==> src/design/krt_ram.sv <==
// Generic single-port-write, single-port-read RAM with registered read data.
`default_nettype none
module krt_ram #(
    parameter int WIDTH = 32,
    parameter int DEPTH = 64
) (
    input  wire logic                                       clk,
    input  wire logic                                       we,
    input  wire logic [((DEPTH > 1) ? $clog2(DEPTH) : 1)-1:0] waddr,
    input  wire logic [WIDTH-1:0]                           wdata,
    input  wire logic [((DEPTH > 1) ? $clog2(DEPTH) : 1)-1:0] raddr,
    output logic      [WIDTH-1:0]                           rdata
);

    logic [WIDTH-1:0] mem [DEPTH];

    always_ff @(posedge clk)
    begin
        if (we)
        begin
            mem[waddr] <= wdata;
        end
        rdata <= mem[raddr];
    end

endmodule
`default_nettype wire

==> config.mk <==
export PLATFORM = sky130hd
export DESIGN_NAME = krt_ram
export DESIGN_NICKNAME = d
export VERILOG_FILES = /design/src/design/krt_ram.sv
export SDC_FILE = /design/constraint.sdc
export NUM_CORES = 2
export LEC_CHECK = 0
export ABC_AREA = 1
export BUFFER_PORTS_ARGS = -buffer_cell sky130_fd_sc_hd__buf_4
export CAP_MARGIN = 20
export CORE_MARGIN = 1.5
export CORE_UTILIZATION = 40
export CTS_CLUSTER_DIAMETER = 60
export DETAILED_ROUTE_END_ITERATION = 10
export GPL_TIMING_DRIVEN = 0
export PLACE_DENSITY_LB_ADDON = 0.05
export SYNTH_ARGS = -nofsm -noshare
export SYNTH_HDL_FRONTEND = slang
export SYNTH_SLANG_ARGS = --single-unit
==> constraint.sdc <==
create_clock -name clk -period 12.21 [get_ports clk]
set_input_delay 2.442 -clock clk [delete_from_list [all_inputs] [get_ports clk]]
set_output_delay 2.442 -clock clk [all_outputs]
set_load 0.005 [all_outputs]
# Word level (Yosys, flattened, before mapping)
# Memory sizes are Yosys's and may differ from the RTL's. A register that Yosys moved wholly into a read port is not among the register bits.
# Cells that the tools add are included.
dict set report word_totals {
  ff_bits 0
  elab_cells 3
  output_inout_bits 32
  ram_bits 2048
  inputBits 46
  n_memories 1
}
dict set report classes {
  muxes 2
}
# memory words word_bits read_ports rd_clocked_by_memory_dff wr line
set memory_table {}
lappend memory_table {mem 64 32 1 1 1 15} ;# logic [WIDTH-1:0] mem [DEPTH];
# op count
set ops {}
lappend ops {{1-bit 2-to-1 mux} 2}

# Longest topological paths before layout
dict set report logic_depth {
  ltp_word 2
  mapped_depth 13
  ltp_nobuf 9
}

# Worst setup path after synthesis
# OpenSTA, ideal clock, no wires.
dict set report synth_path {
  kind {input to register}
  from {input port we}
  to {memory mem[48][0], enable pin}
  required_time_ns 11.708
  setup_ns 0.502
  stages 3
  arrival_time_ns 6.070
  path_slack_ns 5.638
  cell_sequence {clkbuf_1 -> nand4_1 -> nor4_1}
}
dict set report synth_via {
  elab_chain_len 2
}
# element line
set synth_rtl {}
lappend synth_rtl {{start, declared} 8} ;# input wire logic we,
lappend synth_rtl {{1-bit 2-to-1 mux} 19} ;# if (we)
lappend synth_rtl {{1-bit 2-to-1 mux (not written as such)} 21} ;# mem[waddr] <= wdata;
lappend synth_rtl {{end, declared} 15}
# No other way between the ends.

==> flow_summary.toml <==
[outcome]
status = "finished clean"

[drt]
drc = 0
viasPerCell = 5.901
wl_per_cell_um = 35.32
wirelength_mm = 356.8
ant_nets = 0
vias = 59610
dr.first_iter.drc_count = 9521
drt_first_pass_iters = 6

[global_route]
grt_pass1_wl_mm = 474.7
grtUsageTotal_pct = 33.58
overflow = 0
grt_pass1_vias = 53847
antenna_found_initial = 30
grt_start_max_net_pins = 65

[sta]
min_period_ns = 5.007
skew_ns = 0.03373
clock.fmax_mhz = 199.7
period_share_pct = 41.01
maxSlewViolCount = 0
fin_setup_tns_ns = 0
setup_viol = 0
grt_setup_unrepaired = "no"
relSlewSlack_pct = 15.14
finalHoldViolations = 0
tightest_slew_ns = 1.273

[layout]
multiInputGateArea_um2 = 18770
fillers = 18526
final-seq-area_um2 = 62140
layout.cells.most_common = "nand2_1"
fin_nets = 7264
layout-drive-gt1-share_pct = 12.47
syn2layout_area_growth_pct = 16.43
layout_common_cells = "2248 x nand2_1, 2048 x edfxtp_1, 1907 x nand3_1"

[clock_tree]
cts.repair.resized = 0
cts_setup_buffers = 0
clkTransAtPathRegs_ns = 0.06
cts_num_sinks = 2080
postCtsHoldBufs = 0
clock_latency_ns = 0.88
root_buffer = "clkbuf_16"
cts_max_level = 4
cts_tree = "built"
cts_max_path_buffers = 3
cts_made_buffers = 222

[critical_path]
r2r_slack_ns = 10.19
critPathLaunch = "raddr[2]"
critical_path_arrival_ns = 5.80
reg2reg_depth = 8
setup.worst_path.end_class = "flop"
cp_max_fo = 10
startpoint_type = "input pin"
r2r-start = "mem[25][24]"
required_ns = 13.01
r2r-end = "rdata[24]"
setup.worst_path.class = "in -> reg"

[logic_synthesis]
ys_ff_latch = 2080
post_synth_main_area_contributors = "edfxtp_1 74%, nand3_1 12%, nand2_1 10%"
syn_nets = 6815
synth_cell_type_count = 16
seq_area_frac_synth_pct = 75.10
yosysTopAreaCell = "edfxtp_1"
synth_top_area_share_pct = 74.33
syn-cell-area_um2 = 82740
yosysWarningCount = 0
synthCells = 6769
synth_area_per_cell_um2 = 12.22

[pwr]
leakagePower_nw = 34.20
switching_share_pct = 24.73
clock_power_share_pct = 41.8
comb_power_share_pct = 7.7
power_frac_seq_pct = 50.5
p_int_mw = 11.80
switchingPower_mw = 3.879
power_density_nw_per_um2 = 162.8
irDropWorstVdd_mv = 0.1648
total_power_mw = 15.68

[place]
hpwlAfterDp_mm = 239.4
numPortBuffers = 69
gp_congestion = 0.9547

[floorplanning]
chipWidth_um = 457.8
num_rows = 166
coreArea_um2 = 205000
dieHeight_um = 457.8
dieArea_um2 = 209600
initial_core_util_pct = 40.36
io_pins = 78

[hold_path]
holdPathEnd = "rdata[11]"
hold_start = "mem[36][11]"
hold_class = "reg -> reg"
hold_depth = 8

[run]
drv_cap = 0
-- synthesized netlist by cell type (all sizes together) --
cell,number
clkbuf,77
nand4,9
nor2,56
dfxtp,32
edfxtp,2048
nand2,2248
inv,12
buf,372
nand3,1907
nor4,8
-- state kept, by name, summed over array words and instances (netlist names) --
| name | count |
|---|---|
| mem | 2048 |
| rdata | 32 |
-- critical path, cell delays in order --
cell and delay (ns):
buf_2 0.18, clkbuf_1 0.86, buf_1 0.96, nand3_1 0.27
nand2_1 0.13, nand2_1 0.05, nand3_1 0.16, nand3_1 0.44
nand2_1 0.28
-- stage by stage --
step / instances / hold WS (ns) / setup slack, ns / utilization (%) / cell area (um^2)
2_1_floorplan: 6769 / 0.7214 / 5.638 / - / 82740
3_3_place_gp: 9526 / 0.8543 / -1.483 / 42.25 / 86620
3_5_place_dp: 9682 / 0.8567 / 6.494 / 43.63 / 89430
4_1_cts: 10087 / 0.8751 / 7.442 / 46.98 / 96300
5_1_grt: 10093 / 0.9282 / 7.381 / 46.98 / 96310
6_report: 10101 / 0.8729 / 7.203 / 46.99 / 96330
-- worst max-delay path by stage --
stage / cells after the start / endpoint / slack, ns
after floorplan: 3 / mem[48][0] / 5.64
after global placement: 3 / mem[53][17] / -1.48
after detailed placement: 10 / rdata[15] / 6.49
after CTS: 10 / rdata[15] / 7.44
after global routing: 10 / rdata[15] / 7.38
final: 9 / rdata[8] / 7.20
-- final cells by class --
| class | count | area share, % |
|---|---|---|
| Buffer | 449 | 2.342 |
| Multi-Input combinational cell | 4228 | 19.48 |
| Clock inverter | 118 | 0.9871 |
| Timing Repair Buffer | 225 | 2.967 |
| Inverter | 12 | 0.04936 |
| Antenna cell | 14 | 0.03637 |
| Clock buffer | 287 | 6.140 |
| Sequential cell | 2080 | 64.50 |
| Tap cell | 2688 | 3.491 |
-- power by group through the flow --
stage / logic (mW) / registers (mW) / clock network, mW
global placement: 1.14 / 8.08 / 0
global route: 1.24 / 7.92 / 6.86
CTS: 1.17 / 7.92 / 6.60
finish: 1.20 / 7.92 / 6.56
detailed placement: 1.17 / 8.07 / 0
floorplan: 0.486 / 8.07 / 0
-- logic make-up (layout without fill, tap and decap cells) --
logic type	after synthesis	after routing	synth area share (%)
and+or+nand+nor	4228	4228	22.12
DFF	2080	2080	75.10
other	0	14	0
buffers and inverters	461	1091	2.779
-- metal layers --
layer	vias up	global-route usage (%)	wire (um)
met3	730	7.030	36560
met5	-	0	32
met2	3716	51.22	159700
li1	25119	-	-
met4	6	16.31	19370
met1	30039	45.77	141000
No activity file was read; power rests on OpenSTA's default activity.
