## config.mk

```make
export PLATFORM = sky130hd
export DESIGN_NAME = krt_ctrl_flat
export DESIGN_NICKNAME = d
export VERILOG_FILES = /design/src/design/krt_pkg.sv /design/src/design/krt_req_if.sv /design/src/design/krt_rsp_if.sv /design/src/design/krt_ctrl.sv /design/src/flat_wrapper.sv
export SDC_FILE = /design/constraint.sdc
export NUM_CORES = 1
export LEC_CHECK = 0
export ABC_AREA = 1
export BUFFER_PORTS_ARGS = -buffer_cell sky130_fd_sc_hd__buf_4
export CAP_MARGIN = 20
export CORE_AREA = 2 2 229 231
export CTS_CLUSTER_SIZE = 40
export DETAILED_ROUTE_END_ITERATION = 6
export DIE_AREA = 0 0 231 233
export PLACE_DENSITY = 0.56
export REMOVE_ABC_BUFFERS = 1
export SETUP_SLACK_MARGIN = 0.3
export SLEW_MARGIN = 20
export SYNTH_ARGS = -nofsm -noshare
export SYNTH_HDL_FRONTEND = slang
export SYNTH_SLANG_ARGS = --single-unit
export TNS_END_PERCENT = 50
```

## constraint.sdc

```tcl
create_clock -name clk -period 8.5 [get_ports clk]
set_clock_uncertainty 0.15 [all_clocks]
set_input_delay 1.275 -clock clk [delete_from_list [all_inputs] [get_ports clk]]
set_output_delay 1.275 -clock clk [all_outputs]
set_load 0.005 [all_outputs]
```

## src/design/krt_pkg.sv

```systemverilog
// Shared constants and types of the keyed record table.
`default_nettype none
package krt_pkg;

    localparam int TABLE_CAPACITY = 64;
    localparam int KEY_WORDS      = 4;
    localparam int TAG_W          = 16;
    localparam int WORD_W         = 32;
    localparam int KEY_W          = KEY_WORDS * WORD_W;
    localparam int IDX_W          = (TABLE_CAPACITY > 1) ? $clog2(TABLE_CAPACITY) : 1;
    localparam int CNT_W          = $clog2(TABLE_CAPACITY + 1);
    localparam int STATUS_W       = 2;

    localparam logic OP_LOOKUP = 1'b0;
    localparam logic OP_ADD    = 1'b1;

    localparam logic [STATUS_W-1:0] STATUS_OK        = 2'd0;
    localparam logic [STATUS_W-1:0] STATUS_NOT_FOUND = 2'd1;
    localparam logic [STATUS_W-1:0] STATUS_FULL      = 2'd2;

    typedef logic [IDX_W-1:0] idx_t;
    typedef logic [CNT_W-1:0] cnt_t;
    typedef logic [TAG_W-1:0] tag_t;
    typedef logic [KEY_W-1:0] key_t;

    typedef struct packed {
        idx_t tag_rd_addr;
        idx_t key_rd_addr;
        logic tag_we;
        logic key_we;
        idx_t wr_addr;
        tag_t wr_tag;
        key_t wr_key;
    } mem_cmd_t;

endpackage
`default_nettype wire

```

## src/design/krt_req_if.sv

```systemverilog
// Request channel of the keyed record table.
`default_nettype none
interface krt_req_if;
    logic        valid;
    logic        ready;
    logic        opcode;
    logic [15:0] tag;
    logic [31:0] key_word_0;
    logic [31:0] key_word_1;
    logic [31:0] key_word_2;
    logic [31:0] key_word_3;

    modport source (
        output valid, opcode, tag, key_word_0, key_word_1, key_word_2, key_word_3,
        input  ready
    );
    modport sink (
        input  valid, opcode, tag, key_word_0, key_word_1, key_word_2, key_word_3,
        output ready
    );
endinterface
`default_nettype wire

```

## src/design/krt_rsp_if.sv

```systemverilog
// Result channel of the keyed record table.
`default_nettype none
interface krt_rsp_if;
    logic        valid;
    logic        ready;
    logic [1:0]  status;
    logic [31:0] found_word_0;
    logic [31:0] found_word_1;
    logic [31:0] found_word_2;
    logic [31:0] found_word_3;

    modport source (
        output valid, status, found_word_0, found_word_1, found_word_2, found_word_3,
        input  ready
    );
    modport sink (
        input  valid, status, found_word_0, found_word_1, found_word_2, found_word_3,
        output ready
    );
endinterface
`default_nettype wire

```

## src/design/krt_ctrl.sv

```systemverilog
// Sequencer of the keyed record table: tag scan, update and result register.
`default_nettype none
module krt_ctrl (
    input  wire logic       clk,
    input  wire logic       rst_n,
    krt_req_if.sink         req,
    krt_rsp_if.source       rsp,
    output krt_pkg::mem_cmd_t mem_cmd,
    input  wire krt_pkg::tag_t tag_rdata,
    input  wire krt_pkg::key_t key_rdata
);

    localparam logic [2:0] S_IDLE = 3'd0;
    localparam logic [2:0] S_SCAN = 3'd1;
    localparam logic [2:0] S_ACT  = 3'd2;
    localparam logic [2:0] S_KEY  = 3'd3;
    localparam logic [2:0] S_DONE = 3'd4;

    logic [2:0]                    state_reg, state_next;
    krt_pkg::cnt_t                 count_reg, count_next;
    krt_pkg::cnt_t                 scan_idx_reg, scan_idx_next;
    logic                          cmp_valid_reg, cmp_valid_next;
    krt_pkg::idx_t                 cmp_idx_reg, cmp_idx_next;
    logic                          hit_reg, hit_next;
    krt_pkg::idx_t                 hit_idx_reg, hit_idx_next;
    logic                          rsp_valid_reg, rsp_valid_next;

    logic                          op_reg, op_next;
    krt_pkg::tag_t                 tag_reg, tag_next;
    krt_pkg::key_t                 key_reg, key_next;
    logic [krt_pkg::STATUS_W-1:0]  status_reg, status_next;
    krt_pkg::key_t                 res_key_reg, res_key_next;
    logic [krt_pkg::STATUS_W-1:0]  out_status_reg, out_status_next;
    krt_pkg::key_t                 out_key_reg, out_key_next;

    logic                          accept;
    logic                          issue;
    krt_pkg::cnt_t                 cmp_cnt;

    assign req.ready = (state_reg == S_IDLE);
    assign accept    = req.valid && req.ready;
    assign issue     = (scan_idx_reg < count_reg);
    assign cmp_cnt   = krt_pkg::CNT_W'(cmp_idx_reg) + krt_pkg::CNT_W'(1);

    assign rsp.valid        = rsp_valid_reg;
    assign rsp.status       = out_status_reg;
    assign rsp.found_word_0 = out_key_reg[31:0];
    assign rsp.found_word_1 = out_key_reg[63:32];
    assign rsp.found_word_2 = out_key_reg[95:64];
    assign rsp.found_word_3 = out_key_reg[127:96];

    always_comb
    begin
        state_next      = state_reg;
        count_next      = count_reg;
        scan_idx_next   = scan_idx_reg;
        cmp_valid_next  = cmp_valid_reg;
        cmp_idx_next    = cmp_idx_reg;
        hit_next        = hit_reg;
        hit_idx_next    = hit_idx_reg;
        rsp_valid_next  = rsp_valid_reg;
        op_next         = op_reg;
        tag_next        = tag_reg;
        key_next        = key_reg;
        status_next     = status_reg;
        res_key_next    = res_key_reg;
        out_status_next = out_status_reg;
        out_key_next    = out_key_reg;

        mem_cmd.tag_rd_addr = scan_idx_reg[krt_pkg::IDX_W-1:0];
        mem_cmd.key_rd_addr = hit_idx_reg;
        mem_cmd.tag_we      = 1'b0;
        mem_cmd.key_we      = 1'b0;
        mem_cmd.wr_addr     = hit_reg ? hit_idx_reg : count_reg[krt_pkg::IDX_W-1:0];
        mem_cmd.wr_tag      = tag_reg;
        mem_cmd.wr_key      = key_reg;

        if (rsp_valid_reg && rsp.ready)
        begin
            rsp_valid_next = 1'b0;
        end

        unique case (state_reg)
            S_IDLE:
            begin
                if (accept)
                begin
                    op_next        = req.opcode;
                    tag_next       = req.tag;
                    key_next       = {req.key_word_3, req.key_word_2,
                                      req.key_word_1, req.key_word_0};
                    scan_idx_next  = '0;
                    cmp_valid_next = 1'b0;
                    hit_next       = 1'b0;
                    state_next     = (count_reg == '0) ? S_ACT : S_SCAN;
                end
            end
            S_SCAN:
            begin
                if (issue)
                begin
                    scan_idx_next = scan_idx_reg + krt_pkg::CNT_W'(1);
                end
                cmp_valid_next = issue;
                cmp_idx_next   = scan_idx_reg[krt_pkg::IDX_W-1:0];
                if (cmp_valid_reg && (tag_rdata == tag_reg))
                begin
                    hit_next       = 1'b1;
                    hit_idx_next   = cmp_idx_reg;
                    cmp_valid_next = 1'b0;
                    state_next     = S_ACT;
                end
                else if (cmp_valid_reg && (cmp_cnt == count_reg))
                begin
                    cmp_valid_next = 1'b0;
                    state_next     = S_ACT;
                end
            end
            S_ACT:
            begin
                res_key_next = '0;
                if (op_reg == krt_pkg::OP_LOOKUP)
                begin
                    if (hit_reg)
                    begin
                        state_next = S_KEY;
                    end
                    else
                    begin
                        status_next = krt_pkg::STATUS_NOT_FOUND;
                        state_next  = S_DONE;
                    end
                end
                else
                begin
                    if (hit_reg)
                    begin
                        mem_cmd.key_we = 1'b1;
                        status_next    = krt_pkg::STATUS_OK;
                    end
                    else if (count_reg < krt_pkg::CNT_W'(krt_pkg::TABLE_CAPACITY))
                    begin
                        mem_cmd.tag_we = 1'b1;
                        mem_cmd.key_we = 1'b1;
                        count_next     = count_reg + krt_pkg::CNT_W'(1);
                        status_next    = krt_pkg::STATUS_OK;
                    end
                    else
                    begin
                        status_next = krt_pkg::STATUS_FULL;
                    end
                    state_next = S_DONE;
                end
            end
            S_KEY:
            begin
                res_key_next = key_rdata;
                status_next  = krt_pkg::STATUS_OK;
                state_next   = S_DONE;
            end
            S_DONE:
            begin
                if (!rsp_valid_reg || rsp.ready)
                begin
                    out_status_next = status_reg;
                    out_key_next    = res_key_reg;
                    rsp_valid_next  = 1'b1;
                    state_next      = S_IDLE;
                end
            end
            default:
            begin
                state_next = S_IDLE;
            end
        endcase
    end

    always_ff @(posedge clk or negedge rst_n)
    begin
        if (!rst_n)
        begin
            state_reg     <= S_IDLE;
            count_reg     <= '0;
            scan_idx_reg  <= '0;
            cmp_valid_reg <= 1'b0;
            cmp_idx_reg   <= '0;
            hit_reg       <= 1'b0;
            hit_idx_reg   <= '0;
            rsp_valid_reg <= 1'b0;
        end
        else
        begin
            state_reg     <= state_next;
            count_reg     <= count_next;
            scan_idx_reg  <= scan_idx_next;
            cmp_valid_reg <= cmp_valid_next;
            cmp_idx_reg   <= cmp_idx_next;
            hit_reg       <= hit_next;
            hit_idx_reg   <= hit_idx_next;
            rsp_valid_reg <= rsp_valid_next;
        end
    end

    always_ff @(posedge clk)
    begin
        op_reg         <= op_next;
        tag_reg        <= tag_next;
        key_reg        <= key_next;
        status_reg     <= status_next;
        res_key_reg    <= res_key_next;
        out_status_reg <= out_status_next;
        out_key_reg    <= out_key_next;
    end

endmodule
`default_nettype wire

```

## src/flat_wrapper.sv

```systemverilog
// flat-port wrapper written by rule: the top's interface ports become plain ports
module krt_ctrl_flat 
  (clk, rst_n, mem_cmd, tag_rdata, key_rdata, req_valid, req_opcode, req_tag, req_key_word_0, req_key_word_1, req_key_word_2, req_key_word_3, req_ready, rsp_valid, rsp_status, rsp_found_word_0, rsp_found_word_1, rsp_found_word_2, rsp_found_word_3, rsp_ready);
  krt_req_if req_i ();
  krt_rsp_if rsp_i ();
  input  wire logic clk;
  input  wire logic rst_n;
  output krt_pkg::mem_cmd_t mem_cmd;
  input  wire krt_pkg::tag_t tag_rdata;
  input  wire krt_pkg::key_t key_rdata;
  input wire logic [$bits(req_i.valid)-1:0] req_valid;
  input wire logic [$bits(req_i.opcode)-1:0] req_opcode;
  input wire logic [$bits(req_i.tag)-1:0] req_tag;
  input wire logic [$bits(req_i.key_word_0)-1:0] req_key_word_0;
  input wire logic [$bits(req_i.key_word_1)-1:0] req_key_word_1;
  input wire logic [$bits(req_i.key_word_2)-1:0] req_key_word_2;
  input wire logic [$bits(req_i.key_word_3)-1:0] req_key_word_3;
  output wire logic [$bits(req_i.ready)-1:0] req_ready;
  output wire logic [$bits(rsp_i.valid)-1:0] rsp_valid;
  output wire logic [$bits(rsp_i.status)-1:0] rsp_status;
  output wire logic [$bits(rsp_i.found_word_0)-1:0] rsp_found_word_0;
  output wire logic [$bits(rsp_i.found_word_1)-1:0] rsp_found_word_1;
  output wire logic [$bits(rsp_i.found_word_2)-1:0] rsp_found_word_2;
  output wire logic [$bits(rsp_i.found_word_3)-1:0] rsp_found_word_3;
  input wire logic [$bits(rsp_i.ready)-1:0] rsp_ready;
  assign req_i.valid = req_valid;
  assign req_i.opcode = req_opcode;
  assign req_i.tag = req_tag;
  assign req_i.key_word_0 = req_key_word_0;
  assign req_i.key_word_1 = req_key_word_1;
  assign req_i.key_word_2 = req_key_word_2;
  assign req_i.key_word_3 = req_key_word_3;
  assign req_ready = req_i.ready;
  assign rsp_valid = rsp_i.valid;
  assign rsp_status = rsp_i.status;
  assign rsp_found_word_0 = rsp_i.found_word_0;
  assign rsp_found_word_1 = rsp_i.found_word_1;
  assign rsp_found_word_2 = rsp_i.found_word_2;
  assign rsp_found_word_3 = rsp_i.found_word_3;
  assign rsp_i.ready = rsp_ready;
  krt_ctrl u_core (.clk(clk), .rst_n(rst_n), .req(req_i), .rsp(rsp_i), .mem_cmd(mem_cmd), .tag_rdata(tag_rdata), .key_rdata(key_rdata));
endmodule
```

After elaboration in Yosys (flattened, before gate mapping)
Cells that the tools add are included.

Input bits: 293. Register bits after elaboration: 437. Output and inout port bits: 296.

Multiplexer cells: 32. Reductions and logical operators: 19. Bitwise operators: 1. Add/subtract/negate cells: 3. Equality and inequality tests: 12. Magnitude comparators: 2.

Operators with widths (count): 128-bit case mux with 2 select lines (1); 3-bit two-way mux (6); 16-bit == test (1); 2-bit two-way mux (8); 3-bit case mux with 5 select lines (1); 7-bit by 1-bit adder with 7-bit output (second input constant) (2); 7-bit two-way mux (2); 7-bit case mux with 2 select lines (1); 2-bit AND reduction (5); 1-bit two-way mux (9); 3-bit AND reduction (3); 6-bit by 1-bit adder with 7-bit output (second input constant) (1); 7-bit == test (1); 7-bit zero test (1); 7-bit < comparator (1); 7-bit < comparator (second input constant) (1); 3-bit by 2-bit == test with 1-bit output (second input constant) (2); 6-bit two-way mux (1); 2-bit by 1-bit inequality test with 1-bit output (second input constant) (3); 1-bit logical AND (4); 1-bit case mux with 2 select lines (2); 2-bit case mux with 2 select lines (1); 4-bit AND reduction (1); 2-bit nonzero test (2); 9 further kinds (9).

Logic depth before layout (Yosys ltp)
Depth in word-level cells: 6. Gate-level depth with buffers: 12. Gate-level depth less buffers: 12.

Worst setup path after synthesis
No wires, ideal clock.

Path kind: in2reg. From: input port rsp_ready. To: register u_core.out_key_reg[0], enable pin. Library setup time: 0.620 ns. Path buffers: 0. Arrival time: 6.699 ns. Slack: 1.031 ns. Stages on the path: 2. Cell sequence: nor2_1 > nor2_1.

Longest elaborated chain between the ends: 2.

RTL lines: start, declared (RTL line flat_wrapper.sv:25) `input wire logic [$bits(rsp_i.ready)-1:0] rsp_ready;`; 1-bit logical OR (RTL line krt_ctrl.sv:163) `if (!rsp_valid_reg || rsp.ready)`; 2-bit AND reduction (no source line); end signal, assigned (RTL line krt_ctrl.sv:212) `out_key_reg <= out_key_next;`; end, declared (RTL line krt_ctrl.sv:34) `krt_pkg::key_t out_key_reg, out_key_next;`.

Every way passes these cells. A chain may end at the register's enable or synchronous reset.

==> results.ini <==
[outcome]
outcome=completed

[power]
ir_drop_uv=214
finalPower_mw=6.39
leakage_nw=9.66
powerDensity_mw_per_mm2=287

[clock_tree]
clockBufferDepth=3
clock_tree.root_cell=clkbuf_16
cts_setup_buffers=0
htree_levels=2
hold_buffers=0
cts_tree=yes
ctsResizeCount=0
path_clk_slew_ns=0.06
numCtsBuffers=47
clkLatencyLatePin_ns=0.58
cts.sinks=437

[worst_setup_path]
cp.required_ns=7.07
worstSetupStartpointType=flip-flop
reg2regPathDepth=3
cp-end-kind=output port
crit_type=reg2out
critPathMaxFanout=6
cp_data_arrival_time_ns=1.87

[grt]
grt_first_pass_wirelength_um=63400
grt_pass1_vias=10088
antenna_found_initial=11
grt_max_degree=88
gr-total-overflow=0
grtUsageTotal_pct=16.2

[sta]
setup_violations=0
worst_slew_pin_slew_ns=0.969
maxSlewHeadroom_pct=35.4
rsz0062_at_grt=no
whs_ns=0.265
max_freq_ghz=0.304
tns_ns=0
hold_viol=0
min_period_ns=3.29
slew_viol_final=0
layout_worst_path_cycle_share_pct=38.7

[floorplan]
io_pins=589
core_area_mm2=0.0511
placementRows=83
die_w_um=231
die_area_mm2=0.0538
die_h_um=233
start_util_pct=30.4

[logic_synthesis]
synth_area_leaders=edfxtp_1 78%, dfrtp_1 5.2%, inv_1 4.8%
syn_inst=1034
synth_top_area_cell=edfxtp_1
synth_ff_type=edfxtp_1
synthDistinctLibCells=26
yosysWarnings=0
synth_compound_area_share_pct=1.06
synth_mux_area_share_pct=0
synthArstFlopShare_pct=7.32
ys_seq_area_share_pct=83.5
synth-edff-count=405
synth_top_family_by_area=simple AND/OR/NAND/NOR gates
synth-simple-area-share_pct=8.22
syn_area_per_cell_um2=15.0
netlist_area_mm2=0.0155
synth-xor-area-share_pct=0.677
synthAdderAreaFrac_pct=0.806
yosysTopAreaCellShare_pct=78.4
ys_seq_elements=437

[hold_path]
hold_depth=0
hold_class=reg2reg

[finish]
utilization_pct=43.6
fillers=4765
nNetsFinal=1958
area_delta_synth_final_pct=43.5
final_layout_size_suffix_gt1_share_pct=40.4
post-route-cell-area_mm2=0.0223

[drt]
vias_per_cell=4.18
post-route-drc-count=0
avgRoutedWirePerCell_um=18.8
drtIter0Drc=484
ant_nets=0
wl_um=44700
vias=9926
firstDrtPassIters=5

[place]
post-dp-hpwl_um=33900
place_congestion=0.873
io_buffers=588
dpl_cell_area_mm2=0.0207

[flow_run]
drv_cap=0

## worst max-delay path: stages, from the launching register on
cell	delay, ns
dfrtp_1	0.46
nor3_2	0.22
nand2_1	0.13
nor3_4	0.30
buf_4	0.18
## cell usage in the layout (no fill, tap or decap), types with 2 or more instances in the layout
| cell | Yosys | layout |
|---|---|---|
| o21ai_0 | 16 | 16 |
| nand3_1 | 18 | 18 |
| nor3_2 | 2 | 2 |
| inv_16 | 0 | 2 |
| inv_4 | 0 | 3 |
| nand4_1 | 6 | 6 |
| clkinvlp_4 | 0 | 2 |
| clkbuf_16 | 0 | 47 |
| diode_2 | 0 | 4 |
| nand2_2 | 2 | 2 |
| inv_6 | 0 | 3 |
| nor3_1 | 5 | 5 |
| buf_4 | 6 | 594 |
| clkinv_2 | 0 | 8 |
| inv_2 | 6 | 6 |
| xor2_1 | 8 | 8 |
| nor2_4 | 0 | 3 |
| xnor2_1 | 4 | 4 |
| bufinv_16 | 0 | 4 |
| ha_1 | 10 | 10 |
| dfrtp_1 | 32 | 32 |
| clkbuf_1 | 10 | 8 |
| inv_1 | 199 | 198 |
| o21ai_1 | 3 | 3 |
| clkinv_1 | 0 | 7 |
| nand2_1 | 109 | 109 |
| nor2_1 | 168 | 166 |
| edfxtp_1 | 405 | 405 |
| a21oi_1 | 11 | 11 |
## metrics by stage
step                      instances  setup WS (ns)
after detailed placement       2286           4.87
after CTS                      2372           5.16
final                          2376           5.21
after global placement         2286           4.90
after global routing           2376           5.06
after floorplan                1011           1.03
## Yosys cell counts (all sizes together) (10+ instances only)
cell and n:
a21oi 11, o21ai 19, ha 10, nor2 170, dfrtp 32, nand2 111
edfxtp 405, inv 205, clkbuf 10, nand3 19, buf 13
## kinds of logic after synthesis
family,Yosys count
compound gates,32
xor+xnor,12
fa+ha+maj,10
buf+inv,228
flops,437
simple gates,315
## path summary, 6_finish.rpt
path | from | to | slack (ns)
max | u_core.state_reg[2]$_DFFE_PN0P_ | mem_cmd[151] | 5.21
min | u_core.res_key_reg[16]$_SDFFCE_PN0P_ | u_core.out_key_reg[16]$_DFFE_PP_ | 0.26
max reg2reg | u_core.state_reg[2]$_DFFE_PN0P_ | u_core.res_key_reg[30]$_SDFFCE_PN0P_ | 5.79
min reg2reg | u_core.res_key_reg[16]$_SDFFCE_PN0P_ | u_core.out_key_reg[16]$_DFFE_PP_ | 0.26
max in group asynchronous | rst_n | u_core.count_reg[5]$_DFFE_PN0P_ | 7.41
min in group asynchronous | rst_n | u_core.rsp.valid$_DFF_PN0_ | 0.48
## where the power goes
part	switching [mW]	leakage [nW]	internal [mW]	total (mW)
Clock	0.852	0.747	1.16	2.01
Sequential	0.173	4.22	3.00	3.17
Combinational	0.709	4.70	0.496	1.21
## final cells by class
type / instances / area (um2) / share of cell area, %
sequential: 437 / 13000 / 58.2
tap: 680 / 851 / 3.82
timing repair buffer: 595 / 4470 / 20.1
inverter: 205 / 772 / 3.47
clock inverter: 30 / 300 / 1.35
multi-input combinational: 369 / 1690 / 7.59
antenna: 4 / 10.0 / 0.0449
clock buffer: 56 / 1220 / 5.48
## per-layer routing
| layer | up-vias | share of wire, % | GRT usage [%] |
|---|---|---|---|
| li1 | 4679 | - | - |
| met1 | 4736 | 36 | 17.4 |
| met2 | 430 | 50 | 27.6 |
| met3 | 73 | 11 | 7.32 |
| met4 | 8 | 3.3 | 6.73 |
| met5 | - | 0.13 | 0 |
(Power assumes the default switching activity.)
